===== config.mk =====
export PLATFORM = sky130hd
export DESIGN_NAME = frame_sync_delay_adjuster
export DESIGN_NICKNAME = d
export VERILOG_FILES = /design/src/hw/rtl/fsda_pkg.sv /design/src/hw/rtl/fsda_cfg.sv /design/src/hw/rtl/fsda_decide.sv /design/src/hw/rtl/fsda_update.sv /design/src/hw/rtl/frame_sync_delay_adjuster.sv
export SDC_FILE = /design/constraint.sdc
export NUM_CORES = 2
export LEC_CHECK = 0
export BUFFER_PORTS_ARGS = -buffer_cell sky130_fd_sc_hd__buf_4
export CAP_MARGIN = 15
export CORE_MARGIN = 5
export CORE_UTILIZATION = 35
export CTS_CLUSTER_SIZE = 28
export DETAILED_ROUTE_END_ITERATION = 6
export REMOVE_ABC_BUFFERS = 1
export SYNTH_ARGS = -nofsm -noshare
export SYNTH_HDL_FRONTEND = slang
export SYNTH_SLANG_ARGS = --single-unit

===== constraint.sdc =====
create_clock -name clk -period 10.6 [get_ports clk]
set_clock_uncertainty 0.1 [all_clocks]
set_input_delay 1.06 -clock clk [delete_from_list [all_inputs] [get_ports clk]]
set_output_delay 1.06 -clock clk [all_outputs]
set_load 0.03 [all_outputs]

===== src/hw/rtl/fsda_pkg.sv =====
// Types, constants and register map of the frame sync delay adjuster.
package fsda_pkg;

	localparam int FrameW = 24;
	localparam int SkipW = FrameW + 1;
	localparam int DiffW = FrameW + 1;
	localparam int AdjW = DiffW + 1;
	localparam int PeriodW = 20;
	localparam int QuotW = 14;
	localparam int RateW = 8;
	localparam int OffsetW = AdjW + QuotW + 1;
	localparam int CalcW = OffsetW + 1;
	localparam int FloorW = PeriodW + 1;

	localparam int InDataW = 48;
	localparam int OutDataW = 56;
	localparam int AddrW = 4;
	localparam int DataW = 32;

	// Register indexes (byte address divided by four).
	localparam logic [1:0] RegSeqPeriod = 2'd0;
	localparam logic [1:0] RegBridgePeriod = 2'd1;
	localparam logic [1:0] RegRefreshRate = 2'd2;
	localparam logic [1:0] RegMultisync = 2'd3;

	localparam logic [PeriodW-1:0] SeqPeriodReset = 20'd50000;
	localparam logic [PeriodW-1:0] BridgePeriodReset = 20'd0;
	localparam logic [RateW-1:0] RefreshRateReset = 8'd20;
	localparam logic [FrameW-1:0] PeriodNowReset = 24'd50000;
	localparam logic [FrameW-1:0] PeriodMax = 24'hFFFFFF;

	localparam logic [QuotW-1:0] SeqQuotReset = 14'd500;
	localparam logic [QuotW-1:0] BridgeQuotReset = 14'd0;

	// x / 100 for any 20-bit x is (x * Div100Mult) >> Div100Shift.
	localparam int Div100Shift = 27;
	localparam logic [20:0] Div100Mult = 21'd1342178;

	localparam logic signed [DiffW-1:0] StepSkip = 25'sd4;
	localparam logic signed [DiffW-1:0] HoldLimit = 25'sd2;
	localparam logic signed [FloorW-1:0] FloorSpan = 21'sd15000;

	typedef enum logic [1:0] {
		MODE_DEFAULT = 2'd0,
		MODE_CAP = 2'd1,
		MODE_RAISE = 2'd2,
		MODE_STEP = 2'd3
	} mode_t;

	typedef struct packed {
		logic [PeriodW-1:0] seq_period;
		logic [PeriodW-1:0] bridge_period;
		logic [RateW-1:0] refresh_rate;
		logic multisync;
		logic [QuotW-1:0] seq_quot;
		logic [QuotW-1:0] bridge_quot;
	} cfg_t;

	typedef struct packed {
		logic skip_set;
		logic signed [SkipW-1:0] frame_skip;
		mode_t mode;
		logic ahead;
		logic signed [OffsetW-1:0] offset;
		logic [PeriodW-1:0] deflt;
		logic signed [FloorW-1:0] floor_val;
	} decision_t;

endpackage


===== src/hw/rtl/fsda_cfg.sv =====
// Configuration registers with their APB-style port and the period quotients.
module fsda_cfg (
	input  logic clk,
	input  logic arst_n,
	input  logic psel,
	input  logic penable,
	input  logic pwrite,
	input  logic [fsda_pkg::AddrW-1:0] paddr,
	input  logic [fsda_pkg::DataW-1:0] pwdata,
	output logic [fsda_pkg::DataW-1:0] prdata,
	output fsda_pkg::cfg_t cfg
);

	logic [fsda_pkg::PeriodW-1:0] seq_period_q;
	logic [fsda_pkg::PeriodW-1:0] bridge_period_q;
	logic [fsda_pkg::RateW-1:0] refresh_rate_q;
	logic multisync_q;
	logic [fsda_pkg::QuotW-1:0] seq_quot_q;
	logic [fsda_pkg::QuotW-1:0] bridge_quot_q;
	logic [40:0] seq_prod;
	logic [40:0] bridge_prod;
	logic wr_en;
	logic [1:0] reg_idx;

	assign wr_en = psel & penable & pwrite;
	assign reg_idx = paddr[3:2];

	always_ff @(posedge clk or negedge arst_n) begin
		if (!arst_n) begin
			seq_period_q <= fsda_pkg::SeqPeriodReset;
			bridge_period_q <= fsda_pkg::BridgePeriodReset;
			refresh_rate_q <= fsda_pkg::RefreshRateReset;
			multisync_q <= 1'b0;
		end else if (wr_en) begin
			unique case (reg_idx)
				fsda_pkg::RegSeqPeriod: seq_period_q <= pwdata[fsda_pkg::PeriodW-1:0];
				fsda_pkg::RegBridgePeriod: bridge_period_q <= pwdata[fsda_pkg::PeriodW-1:0];
				fsda_pkg::RegRefreshRate: refresh_rate_q <= pwdata[fsda_pkg::RateW-1:0];
				fsda_pkg::RegMultisync: multisync_q <= pwdata[0];
				default: ;
			endcase
		end
	end

	// The per-hundred quotients follow the period registers in the next cycle, in time
	// for an item accepted after the write to see them when it reaches the multiplier.
	assign seq_prod = 41'(seq_period_q) * 41'(fsda_pkg::Div100Mult);
	assign bridge_prod = 41'(bridge_period_q) * 41'(fsda_pkg::Div100Mult);

	always_ff @(posedge clk or negedge arst_n) begin
		if (!arst_n) begin
			seq_quot_q <= fsda_pkg::SeqQuotReset;
			bridge_quot_q <= fsda_pkg::BridgeQuotReset;
		end else begin
			seq_quot_q <= seq_prod[fsda_pkg::Div100Shift +: fsda_pkg::QuotW];
			bridge_quot_q <= bridge_prod[fsda_pkg::Div100Shift +: fsda_pkg::QuotW];
		end
	end

	always_comb begin
		prdata = '0;
		unique case (reg_idx)
			fsda_pkg::RegSeqPeriod: prdata = 32'(seq_period_q);
			fsda_pkg::RegBridgePeriod: prdata = 32'(bridge_period_q);
			fsda_pkg::RegRefreshRate: prdata = 32'(refresh_rate_q);
			fsda_pkg::RegMultisync: prdata = 32'(multisync_q);
			default: prdata = '0;
		endcase
	end

	assign cfg.seq_period = seq_period_q;
	assign cfg.bridge_period = bridge_period_q;
	assign cfg.refresh_rate = refresh_rate_q;
	assign cfg.multisync = multisync_q;
	assign cfg.seq_quot = seq_quot_q;
	assign cfg.bridge_quot = bridge_quot_q;

endmodule


===== src/hw/rtl/fsda_decide.sv =====
// Input register and decision stage: skip or hold choice and the period offset.
module fsda_decide (
	input  logic clk,
	input  logic arst_n,
	input  fsda_pkg::cfg_t cfg,
	input  logic in_valid,
	output logic in_ready,
	input  logic [fsda_pkg::FrameW-1:0] frame_now,
	input  logic [fsda_pkg::FrameW-1:0] frame_expected,
	input  logic sequence_running,
	output logic dec_valid,
	input  logic dec_ready,
	output fsda_pkg::decision_t dec
);

	logic valid_s1;
	logic [fsda_pkg::FrameW-1:0] now_s1;
	logic [fsda_pkg::FrameW-1:0] exp_s1;
	logic run_s1;
	logic valid_s2;
	fsda_pkg::decision_t dec_s2;
	logic adv_s2;

	logic signed [fsda_pkg::DiffW-1:0] diff;
	logic signed [fsda_pkg::AdjW-1:0] diff_x2;
	logic signed [fsda_pkg::AdjW-1:0] neg_rate;
	logic signed [fsda_pkg::AdjW-1:0] adj;
	logic [fsda_pkg::QuotW-1:0] quot;
	logic done;
	fsda_pkg::decision_t dec_c;

	assign adv_s2 = !valid_s2 || dec_ready;
	assign in_ready = !valid_s1 || adv_s2;

	always_ff @(posedge clk or negedge arst_n) begin
		if (!arst_n) begin
			valid_s1 <= 1'b0;
			valid_s2 <= 1'b0;
		end else begin
			if (in_ready)
				valid_s1 <= in_valid;
			if (adv_s2)
				valid_s2 <= valid_s1;
		end
	end

	always_ff @(posedge clk) begin
		if (in_ready && in_valid) begin
			now_s1 <= frame_now;
			exp_s1 <= frame_expected;
			run_s1 <= sequence_running;
		end
		if (adv_s2 && valid_s1)
			dec_s2 <= dec_c;
	end

	always_comb begin
		diff = $signed({1'b0, now_s1}) - $signed({1'b0, exp_s1});
		diff_x2 = {diff, 1'b0};
		neg_rate = -$signed({{(fsda_pkg::AdjW-fsda_pkg::RateW){1'b0}}, cfg.refresh_rate});
		adj = {diff[fsda_pkg::DiffW-1], diff};
		done = 1'b0;
		dec_c.skip_set = 1'b0;
		dec_c.frame_skip = '0;
		if (!cfg.multisync) begin
			if (diff < -fsda_pkg::StepSkip) begin
				dec_c.skip_set = 1'b1;
				// Within half a second of lag a fixed four-frame skip is enough.
				if (diff_x2 > neg_rate) begin
					dec_c.frame_skip = fsda_pkg::StepSkip;
					adj = adj + 26'sd4;
				end else begin
					dec_c.frame_skip = -diff;
					done = 1'b1;
				end
			end else if (diff > fsda_pkg::HoldLimit) begin
				dec_c.skip_set = 1'b1;
				dec_c.frame_skip = -25'sd1;
				adj = adj - 26'sd1;
			end
		end

		if (done || adj == 26'sd0)
			dec_c.mode = fsda_pkg::MODE_DEFAULT;
		else if (adj == -26'sd1)
			dec_c.mode = fsda_pkg::MODE_CAP;
		else if (adj == 26'sd1)
			dec_c.mode = fsda_pkg::MODE_RAISE;
		else
			dec_c.mode = fsda_pkg::MODE_STEP;

		// The snap direction follows the raw difference, not the adjusted one.
		dec_c.ahead = now_s1 > exp_s1;
		dec_c.deflt = run_s1 ? cfg.seq_period : cfg.bridge_period;
		quot = run_s1 ? cfg.seq_quot : cfg.bridge_quot;
		dec_c.offset = fsda_pkg::OffsetW'(adj) * fsda_pkg::OffsetW'($signed({1'b0, quot}));
		dec_c.floor_val = $signed({1'b0, dec_c.deflt}) - fsda_pkg::FloorSpan;
	end

	assign dec_valid = valid_s2;
	assign dec = dec_s2;

endmodule


===== src/hw/rtl/fsda_update.sv =====
// Period state update, saturation and the result register.
module fsda_update (
	input  logic clk,
	input  logic arst_n,
	input  logic dec_valid,
	output logic dec_ready,
	input  fsda_pkg::decision_t dec,
	output logic out_valid,
	input  logic out_ready,
	output logic skip_set,
	output logic signed [fsda_pkg::SkipW-1:0] frame_skip,
	output logic [fsda_pkg::FrameW-1:0] frame_period_us
);

	logic [fsda_pkg::FrameW-1:0] period_q;
	logic valid_q;
	logic skip_set_q;
	logic signed [fsda_pkg::SkipW-1:0] frame_skip_q;
	logic [fsda_pkg::FrameW-1:0] period_out_q;

	logic signed [fsda_pkg::CalcW-1:0] cur;
	logic signed [fsda_pkg::CalcW-1:0] deflt;
	logic signed [fsda_pkg::CalcW-1:0] floor_val;
	logic signed [fsda_pkg::CalcW-1:0] stepped;
	logic signed [fsda_pkg::CalcW-1:0] nxt;
	logic [fsda_pkg::FrameW-1:0] sat;
	logic take;

	assign dec_ready = !valid_q || out_ready;
	assign take = dec_valid && dec_ready;

	always_comb begin
		cur = $signed({{(fsda_pkg::CalcW-fsda_pkg::FrameW){1'b0}}, period_q});
		deflt = $signed({{(fsda_pkg::CalcW-fsda_pkg::PeriodW){1'b0}}, dec.deflt});
		floor_val = fsda_pkg::CalcW'(dec.floor_val);
		stepped = cur + fsda_pkg::CalcW'(dec.offset);
		// A current period already on the wrong side of the default snaps back to it.
		if (dec.ahead) begin
			if (cur < deflt)
				stepped = deflt;
		end else begin
			if (cur > deflt)
				stepped = deflt;
		end
		nxt = cur;
		unique case (dec.mode)
			fsda_pkg::MODE_DEFAULT: nxt = deflt;
			fsda_pkg::MODE_CAP: nxt = (cur > deflt) ? deflt : cur;
			fsda_pkg::MODE_RAISE: nxt = (cur < deflt) ? deflt : cur;
			fsda_pkg::MODE_STEP: nxt = (floor_val > stepped) ? floor_val : stepped;
			default: nxt = cur;
		endcase
		if (nxt < 0)
			sat = '0;
		else if (nxt > $signed({{(fsda_pkg::CalcW-fsda_pkg::FrameW){1'b0}}, fsda_pkg::PeriodMax}))
			sat = fsda_pkg::PeriodMax;
		else
			sat = nxt[fsda_pkg::FrameW-1:0];
	end

	always_ff @(posedge clk or negedge arst_n) begin
		if (!arst_n) begin
			period_q <= fsda_pkg::PeriodNowReset;
			valid_q <= 1'b0;
		end else begin
			if (take)
				period_q <= sat;
			if (dec_ready)
				valid_q <= dec_valid;
		end
	end

	always_ff @(posedge clk) begin
		if (take) begin
			skip_set_q <= dec.skip_set;
			frame_skip_q <= dec.frame_skip;
			period_out_q <= sat;
		end
	end

	assign out_valid = valid_q;
	assign skip_set = skip_set_q;
	assign frame_skip = frame_skip_q;
	assign frame_period_us = period_out_q;

endmodule


===== src/hw/rtl/frame_sync_delay_adjuster.sv =====
// Top level of the frame sync delay adjuster.
//
//  channel  | direction | handshake          | payload
//  ---------+-----------+--------------------+------------------------------------------
//  s_*      | in        | s_tvalid/s_tready  | tdata frame_now, frame_expected; tuser run
//  m_*      | out       | m_tvalid/m_tready  | tdata frame_skip, frame_period_us; tuser skip
//  apb      | in        | psel/penable       | four registers at byte addresses 0..12
//
// A report passes the input register, the decision stage and the result register in that
// order; one report per cycle is sustained while m_tready stays high.
// The period state is updated in the last stage, so back-to-back reports see it.
// A stalled result holds; the stages behind it keep filling until all are full.
// Reset clears the registers to their defaults and the period to 50000 us.
module frame_sync_delay_adjuster (
	input  logic clk,
	input  logic arst_n,
	input  logic s_tvalid,
	output logic s_tready,
	// [23:0] frame_now, [47:24] frame_expected
	input  logic [fsda_pkg::InDataW-1:0] s_tdata,
	// [0] sequence_running
	input  logic s_tuser,
	output logic m_tvalid,
	input  logic m_tready,
	// [24:0] frame_skip, [48:25] frame_period_us, [55:49] zero
	output logic [fsda_pkg::OutDataW-1:0] m_tdata,
	// [0] skip_set
	output logic m_tuser,
	input  logic psel,
	input  logic penable,
	input  logic pwrite,
	input  logic [fsda_pkg::AddrW-1:0] paddr,
	input  logic [fsda_pkg::DataW-1:0] pwdata,
	output logic [fsda_pkg::DataW-1:0] prdata,
	output logic pready
);

	fsda_pkg::cfg_t cfg;
	fsda_pkg::decision_t dec;
	logic dec_valid;
	logic dec_ready;
	logic signed [fsda_pkg::SkipW-1:0] frame_skip;
	logic [fsda_pkg::FrameW-1:0] frame_period_us;

	assign pready = 1'b1;

	fsda_cfg u_cfg (
		.clk(clk),
		.arst_n(arst_n),
		.psel(psel),
		.penable(penable),
		.pwrite(pwrite),
		.paddr(paddr),
		.pwdata(pwdata),
		.prdata(prdata),
		.cfg(cfg)
	);

	fsda_decide u_decide (
		.clk(clk),
		.arst_n(arst_n),
		.cfg(cfg),
		.in_valid(s_tvalid),
		.in_ready(s_tready),
		.frame_now(s_tdata[23:0]),
		.frame_expected(s_tdata[47:24]),
		.sequence_running(s_tuser),
		.dec_valid(dec_valid),
		.dec_ready(dec_ready),
		.dec(dec)
	);

	fsda_update u_update (
		.clk(clk),
		.arst_n(arst_n),
		.dec_valid(dec_valid),
		.dec_ready(dec_ready),
		.dec(dec),
		.out_valid(m_tvalid),
		.out_ready(m_tready),
		.skip_set(m_tuser),
		.frame_skip(frame_skip),
		.frame_period_us(frame_period_us)
	);

	assign m_tdata = {7'd0, frame_period_us, frame_skip};

endmodule


==> impl_metrics.toml <==
[sta]
min_period_ps = 10830
fin_tns_setup_ps = -745
relSlewSlack_pct = 18.0
drv_slew = 0
timing.hold.ws_ps = 317
fin_crit_sh_pct = 102
worst-slew-pin-transition_ps = 1220
fmax_mhz = 92.4
setup_slack_ps = -228
finalHoldViolations = 0
finalSetupViolCount = 7
rsz0062_at_grt = "true"

[synth]
synthFlopType = "edfxtp_1"
yosysSeqAreaShare_pct = 19.3
ys_ff_latch = 311
syn_area_sq_um = 45900
synth-edff-count = 207
syn_inst = 4609
netlist-cell-type-count = 103
avgSynthCellArea_sq_um = 9.96
async_flop_share_pct = 33.4
ys_warn_count = 0

[layout]
layout_common_cells = "inv_1, ha_1, buf_4"
fillers = 12500
regArea_sq_um = 8840
nets = 6584
multiInputGateArea_sq_um = 34500
drive_above_1_share_pct = 20.5
layout_commonest_cell = "inv_1"
areaGrowthSynthToFinish_pct = 20.2
layoutNonFillerInstCount = 6957

[grt]
grt_overflow_total = 0
antenna_found_initial = 3
grt_pass1_vias = 37600
grt_first_pass_wirelength_um = 211000
grt_usage_pct = 19.5
grt_start_max_net_pins = 77

[routing]
dr.pass1.iters = 6
drt_wl_total_um = 134000
drc = 0
drtAntennaViolNets = 0
wl_per_cell_um = 19.2
vias = 35500
drtIter0Drc = 2259
viasPerCell = 5.11

[setup_path]
worstPathMaxFanout = 7
crit_type = "reg2reg"
crit_slowest_cell = "fa_1"
path_delay_family = "adder cells"
critPathArrivalTime_ps = 11050
start_kind = "flip-flop"
end_kind = "flip-flop"
crit_top_cell = "fa_1"
required_ps = 10820
crit_buf_inv = 11
cpPeakStageDelay_ps = 570

[run]
maxCapViolations = 0

[clock_tree]
cts_tree = "done"
cts_hold_buf = 0
clock_sinks = 311
insertion_delay_ps = 610
cts_max_path_buffers = 3
path_clk_slew_ps = 60
cts_root_buf = "clkbuf_16"
h-tree-depth = 2
cts_buffers = 36

[floorplanning]
start_util_pct = 35.3
die_h_um = 372
core_area_sq_um = 130000
die_area_sq_um = 139000
fp-row-count = 132
die_w_um = 372
io_pins = 184

[run_status]
violations = "negative setup slack"
status = "complete, but fails checks"

[placement]
port_buffers = 149
place_hpwl_um = 109000
pre_cts_slack_ps = -719
place.gp.congestion = 0.925
dpl.cell_count = 6829

[min_path]
hold_class = "reg2reg"
through the flow:
step,util (%),cell area (sq um)
finish,42.4,55200
global route,42.4,55200
CTS,41.7,54200
detailed placement,40.2,52200
global placement,40.2,52200
floorplan,-,45300
cells in the mapped netlist, types with 59 or more instances:
master    number  area, sq um
ha_1         678         8480
nor3_1        62          310
xnor2_1      120         1050
fa_1         628        12600
inv_1        818         3070
a21o_1        70          526
nand2b_1      75          469
clkbuf_1     110          413
nor2_1       395         1480
nand3_1       59          295
a21oi_1      193          966
dfrtp_1       84         2100
nand2_1      248          931
edfxtp_1     207         6220
o21ai_0      120          601
registers in the layout (all words and copies together) (netlist names), 14 cells and up:
| name | count |
|---|---|
| u_cfg.bridge_period_q | 20 |
| u_cfg.bridge_quot_q | 14 |
| u_cfg.seq_period_q | 20 |
| u_cfg.seq_quot_q | 14 |
| u_decide.dec | 108 |
| u_decide.exp_s1 | 24 |
| u_decide.now_s1 | 24 |
| u_update.frame_period_us | 24 |
| u_update.frame_skip | 25 |
| u_update.period_q | 24 |
layer usage:
layer  up-vias  track usage (%)  share of wire, %
met5         -                0                 0
met4         0             4.82               2.8
met3       155             3.41               6.5
met2      1004             32.4                46
met1     17900             26.4                44
li1      16500                -                 -
worst paths after layout:
kind / start / to / slack [ps] / cells after the start
setup / recovery: u_decide.now_s1[0] / u_decide.dec[81] / -230 / 47
min in group asynchronous: arst_n / u_cfg.bridge_quot_q[11] / 370 / 1
hold reg to reg: u_decide.dec[99] / u_update.frame_skip[14] / 320 / 0
setup reg to reg: u_decide.now_s1[0] / u_decide.dec[81] / -230 / 47
hold / removal: u_decide.dec[99] / u_update.frame_skip[14] / 320 / 0
max in group asynchronous: arst_n / u_cfg.bridge_period_q[19] / 8610 / 2
cell families after synthesis:
| family | Yosys count | synth area share, % |
|---|---|---|
| AOI/OAI and AO/OA | 672 | 9.87 |
| and+or+nand+nor | 1087 | 11.4 |
| buffers and inverters | 975 | 8.22 |
| adders and majority gates | 1306 | 45.9 |
| DFF | 311 | 19.3 |
| muxes | 93 | 2.19 |
| xor gates and xnor gates | 163 | 3.20 |
| other | 2 | 0.0164 |
what timing repair did:
action	4_1_cts	5_1_grt
endpoints found under the setup margin	16	23
setup buffers	26	36
pin swaps	76	122
cloned	0	3
resized for setup	117	132
layout make-up:
type	instances	share of cell area, %
Timing Repair Buffer	672	9.62
Inverter	824	5.61
Sequential cell	311	16.0
Multi-Input combinational cell	3341	62.6
Clock buffer	49	1.82
Tap cell	1742	3.95
Clock inverter	17	0.379
Antenna cell	1	0.00454
Power is left out: the tool's default activity adds up to more than one toggle a clock period on the data nets, which glitch-free logic cannot reach.
